`src/hw/rtl/sgm_pkg.sv`:
```
// Shared types, constants and the arctangent table of the Sobel block.
`timescale 1ns / 1ps
package sgm_pkg;

  localparam int DEF_MAX_WIDTH = 1024;
  localparam int DEF_MAX_HEIGHT = 1024;
  localparam int DEF_ANGLE_FRAC_BITS = 12;

  localparam int PIX_W = 8;
  localparam int CFG_W = 11;
  localparam int COORD_W = 10;
  localparam int MAG_W = 8;
  localparam int ANG_W = 15;
  localparam int GRAD_W = 11;
  localparam int SQ_W = 21;
  localparam int RT_W = 17;
  localparam int CORD_W = 36;
  localparam int CORDIC_STEPS = 24;
  localparam int IT_W = 5;
  localparam int GRAD_SHIFT = 20;
  localparam logic signed [CORD_W-1:0] PI_Q30 = 36'sd3373259426;

  localparam logic REG_FRAME_WIDTH = 1'b0;
  localparam logic REG_FRAME_HEIGHT = 1'b1;

  typedef enum logic [2:0] {
    S_IDLE,
    S_WIN,
    S_LOAD,
    S_INIT,
    S_CALC,
    S_OUT
  } state_t;

  typedef struct packed {
    logic accept;
    logic win;
    logic load;
    logic init;
    logic step;
  } cmd_t;

  typedef struct packed {
    logic pend_any;
    logic more;
    logic iter_last;
  } stat_t;

  function automatic logic signed [CORD_W-1:0] atan_q30(input logic [IT_W-1:0] i);
    logic [31:0] v;
    unique case (i)
      5'd0: v = 32'h3243F6A8;
      5'd1: v = 32'h1DAC6705;
      5'd2: v = 32'h0FADBAFC;
      5'd3: v = 32'h07F56EA6;
      5'd4: v = 32'h03FEAB76;
      5'd5: v = 32'h01FFD55B;
      5'd6: v = 32'h00FFFAAA;
      5'd7: v = 32'h007FFF55;
      5'd8: v = 32'h003FFFEA;
      5'd9: v = 32'h001FFFFD;
      5'd10: v = 32'h000FFFFF;
      5'd11: v = 32'h0007FFFF;
      5'd12: v = 32'h0003FFFF;
      5'd13: v = 32'h0001FFFF;
      5'd14: v = 32'h0000FFFF;
      5'd15: v = 32'h00007FFF;
      5'd16: v = 32'h00003FFF;
      5'd17: v = 32'h00001FFF;
      5'd18: v = 32'h00000FFF;
      5'd19: v = 32'h000007FF;
      5'd20: v = 32'h000003FF;
      5'd21: v = 32'h000001FF;
      5'd22: v = 32'h000000FF;
      5'd23: v = 32'h0000007F;
      default: v = 32'h0;
    endcase
    return signed'({4'b0, v});
  endfunction

endpackage

```
`src/hw/rtl/sgm_ctrl.sv`:
```
// Sequencer for the Sobel block: one pixel at a time, one result after another.
`timescale 1ns / 1ps
module sgm_ctrl (
  input  logic             clk,
  input  logic             rst_n,
  input  logic             in_valid,
  output logic             in_ready,
  output logic             out_valid,
  input  logic             out_ready,
  input  sgm_pkg::stat_t   stat,
  output sgm_pkg::cmd_t    cmd
);

  sgm_pkg::state_t state_r, state_nxt;

  always_ff @(posedge clk) begin
    if (!rst_n) state_r <= sgm_pkg::S_IDLE;
    else state_r <= state_nxt;
  end

  always_comb begin
    state_nxt = state_r;
    unique case (state_r)
      sgm_pkg::S_IDLE: if (in_valid) state_nxt = sgm_pkg::S_WIN;
      sgm_pkg::S_WIN:  state_nxt = stat.pend_any ? sgm_pkg::S_LOAD : sgm_pkg::S_IDLE;
      sgm_pkg::S_LOAD: state_nxt = sgm_pkg::S_INIT;
      sgm_pkg::S_INIT: state_nxt = sgm_pkg::S_CALC;
      sgm_pkg::S_CALC: if (stat.iter_last) state_nxt = sgm_pkg::S_OUT;
      sgm_pkg::S_OUT: begin
        if (out_ready) state_nxt = stat.more ? sgm_pkg::S_LOAD : sgm_pkg::S_IDLE;
      end
      default: state_nxt = sgm_pkg::S_IDLE;
    endcase
  end

  always_comb begin
    in_ready = (state_r == sgm_pkg::S_IDLE);
    out_valid = (state_r == sgm_pkg::S_OUT);
    cmd.accept = in_ready && in_valid;
    cmd.win = (state_r == sgm_pkg::S_WIN);
    cmd.load = (state_r == sgm_pkg::S_LOAD);
    cmd.init = (state_r == sgm_pkg::S_INIT);
    cmd.step = (state_r == sgm_pkg::S_CALC);
  end

endmodule

```
`config.mk`:
```
export PLATFORM = sky130hd
export DESIGN_NAME = sgm_ctrl
export DESIGN_NICKNAME = d
export VERILOG_FILES = /design/src/hw/rtl/sgm_pkg.sv /design/src/hw/rtl/sgm_ctrl.sv
export SDC_FILE = /design/constraint.sdc
export NUM_CORES = 1
export LEC_CHECK = 0
export BUFFER_PORTS_ARGS = -buffer_cell sky130_fd_sc_hd__clkbuf_2
export CORE_AREA = 2 2 39 41
export DETAILED_ROUTE_END_ITERATION = 8
export DIE_AREA = 0 0 41 43
export GPL_TIMING_DRIVEN = 0
export SKIP_CTS_REPAIR_TIMING = 1
export SLEW_MARGIN = 10
export SYNTH_ARGS = -nofsm -noshare
export SYNTH_HDL_FRONTEND = slang
export SYNTH_SLANG_ARGS = --single-unit
```
`constraint.sdc`:
```
create_clock -name clk -period 1.4 [get_ports clk]
set_clock_uncertainty 0.2 [all_clocks]
set_input_delay 0.07 -clock clk [delete_from_list [all_inputs] [get_ports clk]]
set_output_delay 0.07 -clock clk [all_outputs]
set_load 0.005 [all_outputs]
```
## Word-level counts from Yosys, hierarchy flattened

Cells that the tools add are included.

| word-level totals | value |
|---|---|
| bits in registers | 3 |
| bits of input ports | 7 |
| output and inout port bits | 7 |

| cells by class | value |
|---|---|
| eq/ne operators | 8 |
| muxes and demuxes | 6 |
| reduce and logical (&&, ||, !) cells | 3 |

Operators with widths:

| kind | number |
|---|---|
| $pmux 3 s6 | 1 |
| $mux 3 | 3 |
| $eq 3x2->1 const B | 2 |
| $eq 3x3->1 const B | 2 |
| $mux 2 | 2 |
| $ne 2x2->1 const B | 2 |
| $eq 3x1->1 const B | 1 |
| $logic_not 3->1 | 1 |
| $reduce_and 3->1 | 1 |
| $ne 2x1->1 const B | 1 |
| $logic_and 1x1->1 | 1 |

## Logic depth before layout (Yosys ltp)

| logic depth | value |
|---|---|
| word-level depth | 3 |
| depth in mapped cells | 4 |
| mapped depth without buffers | 3 |

## Least setup slack after synthesis

OpenSTA, ideal clock, no wires.

| path | value |
|---|---|
| path type | register -> register |
| start | register state_r[2] |
| end | register state_r[1] |
| library setup time | 0.118 ns |
| arrival time | 0.874 ns |
| path slack | 0.209 ns |
| stages on the path, launching flop included | 5 |
| path buffers | 1 |
| period minus slack after synthesis | 1.191 ns |
| cell sequence | dfxtp_1 -> buf_4 -> mux2i_1 -> nor3_1 -> o2111a_1 |

| on the way | value |
|---|---|
| word-level cells in the longest chain between the ends | 3 |

Ends and longest elaborated chain:

| what | line | text |
|---|---|---|
| from (decl) | sgm_ctrl.sv:14 | `sgm_pkg::state_t state_r, state_nxt;` |
| from (signal assigned) | sgm_ctrl.sv:17 | `if (!rst_n) state_r <= sgm_pkg::S_IDLE;` |
| from (signal assigned) | sgm_ctrl.sv:18 | `else state_r <= state_nxt;` |
| $eq 3x3->1 or $logic_not 3->1 (tied branches) | sgm_ctrl.sv:23 | `unique case (state_r)` |
| $ne 2x2->1 (no source line) or $ne 2x1->1 (tied branches) | n/a |  |
| $reduce_and 3->1 (no source line) | n/a |  |

Parallel ways exist; a longest one is shown, timed or not.
A chain may end at the register's enable or synchronous reset.

==> impl_metrics.ini <==
[run_status]
status = finished, violations left
violations = hold timing

[logic_synthesis]
synth_warnings = 0
avgSynthCellArea_um2 = 8.24
yosysUniqueCellTypes = 21
synth_edf_count = 0
syn_nets = 36
yosys_most_used_dff = dfxtp_1
netlist_instances = 29
ys_seq_area_share_pct = 25.1
ys_ff_latch = 3
synth_area_um2 = 239
async_flop_share_pct = 0

[timing]
fin_setup_tns_ps = 0
finalWorstSetupSlack_ps = 45.7
worst_pin_slew_ps = 184
rsz0062_at_grt = yes
period_minus_slack_ps = 1350
hold_ws_ps = -7.10
finalHoldViolations = 1
timing.final.crit_share_pct = 96.7
setup_viol = 0
max_slew_margin_pct = 87.7
slew_violations = 0
max_freq_mhz = 738

[power_and_ir_drop]
p_per_area_mw_per_mm2 = 776
comb_power_share_pct = 19.8
power_mw = 0.305
seqPwrFrac_pct = 31.4
swShare_pct = 23.8
p_sw_mw = 0.0725
ir_worst_vdd_mv = 0.274
p_int_mw = 0.232
p_leak_nw = 0.175
p_clk_share_pct = 48.7

[route]
wire_per_inst_um = 8.17
drc_errors = 0
num_vias = 257
dr.pass1.iters = 1
ant_nets = 0
drt-total-wl_um = 523
viasPerCell = 4.02
first_iter_violations = 0

[placed_design]
place.gp.congestion = 0.691
placed_area_um2 = 324
numPortBuffers = 13
dp_hpwl_um = 438
dp_slack_ps = 136
dp.cells = 58

[layout]
instances_no_fill = 64
largest_reg_flops = 3
multi_input_area_um2 = 180
diodes = 0
final_area_um2 = 393
regMostFlops = state_r
nets = 56
reg_top3 = state_r: 3 flops
fin_util_pct = 28.4
fillCellCount = 158
drive_above_1_share_pct = 58.3
area_delta_synth_final_pct = 64.4
seqCellArea_um2 = 61.3

[global_routing]
gr-total-overflow = 0
grt_use_met1_pct = 8.63
grt_antenna_before_repair = 0
met3_usage_pct = 3.14
grt_pass1_wl_um = 869
grt_pass1_vias = 235
grt-busiest-layer = met2
grt.met2_usage_pct = 9.69
grt_max_degree = 10
grt_use_total_pct = 7.62

[critical_path]
cpMaxStageDelayCell = dfxtp_1
cp.arrival_ps = 1080
start_kind = flip-flop
crit_family = simple AND/OR/NAND/NOR gates
path_buf_inv = 2
path_cells = buf_6, nor3_4, and2_1, clkbuf_2
required_ps = 1130
critPathMaxFanout = 8
end_kind = primary output
critical_path_class = reg -> out
cpPeakStageDelay_ps = 300

[floorplan]
die_x_um = 41
die_h_um = 43
core_mm2 = 0.00138
die_area_mm2 = 0.00176
ioPinCount = 14
core.rowCount = 14
start_util_pct = 17.3

[clocking]
root_buffer = clkbuf_4
cts_buffer_depth = 2
clock_latency_ps = 230
clkTransAtPathRegs_ps = 40
cts_tree = done
cts_buffers = 3
htreeDepth = 1
clock-sinks = 3

[worst_hold_path]
hold_path_class = in -> reg

[job]
drv_cap = 0
## worst paths after layout
kind | startpoint | to | slack (ps) | depth (start not counted)
max | state_r[2]$_SDFFE_PN0P_ | cmd[4] | 50 | 4
min | in_valid | state_r[0]$_SDFFE_PN0P_ | -7 | 3
max reg2reg | state_r[2]$_SDFFE_PN0P_ | state_r[1]$_SDFFE_PN0P_ | 150 | 4
min reg2reg | state_r[0]$_SDFFE_PN0P_ | state_r[2]$_SDFFE_PN0P_ | 460 | 2
## cell usage after synthesis, types with 2 or more instances
cell | count | area (um2)
nor3_1 | 3 | 15.0
o21ai_0 | 2 | 10.0
a21oi_1 | 2 | 10.0
dfxtp_1 | 3 | 60.1
nor2_1 | 3 | 11.3
## power groups by stage
stage                     Combinational (mW)  Clock, mW  Sequential (mW)
after floorplan                       0.0289          0           0.0943
after CTS                             0.0510      0.160           0.0942
after global placement                0.0506          0           0.0953
after global routing                  0.0665      0.168           0.0964
final                                 0.0605      0.149           0.0958
after detailed placement              0.0509          0           0.0955
## cell families (layout without fill, tap and decap cells)
kind of cell,after synthesis,in the layout,synth area share (%)
DFF,3,3,25.1
muxes,1,1,4.19
buffers and inverters,3,22,6.80
AOI/OAI and AO/OA,8,8,22.5
and+or+nand+nor,14,14,41.4
## layer usage
| layer | up-vias | routed length (um) | share of wire [%] |
|---|---|---|---|
| li1 | 141 | - | - |
| met1 | 111 | 215 | 41 |
| met2 | 5 | 280 | 54 |
| met3 | 0 | 27 | 5.2 |
| met4 | 0 | 0 | 0 |
| met5 | - | 0 | 0 |
## final cells by class
type | instances | area share (%)
sequential | 3 | 15.6
multi-input combinational | 23 | 45.9
buffer | 2 | 4.78
inverter | 1 | 0.955
timing repair buffer | 15 | 21.0
tap | 16 | 5.10
clock buffer | 4 | 6.69
## cell usage in the layout, fill, tap and decap left out, types with 2 or more instances in the layout
master    Yosys  final
clkbuf_2      0     13
clkbuf_4      0      4
nor2_1        3      3
nor3_1        3      2
a21oi_1       2      2
o21ai_0       2      2
dfxtp_1       3      2
## worst register-to-register path, cell delays in order (launching register included)
cell	delay [ps]
dfxtp_1	310
buf_6	150
mux2i_1	190
nor3_1	60
o2111a_1	220
(Power assumes the default switching activity.)
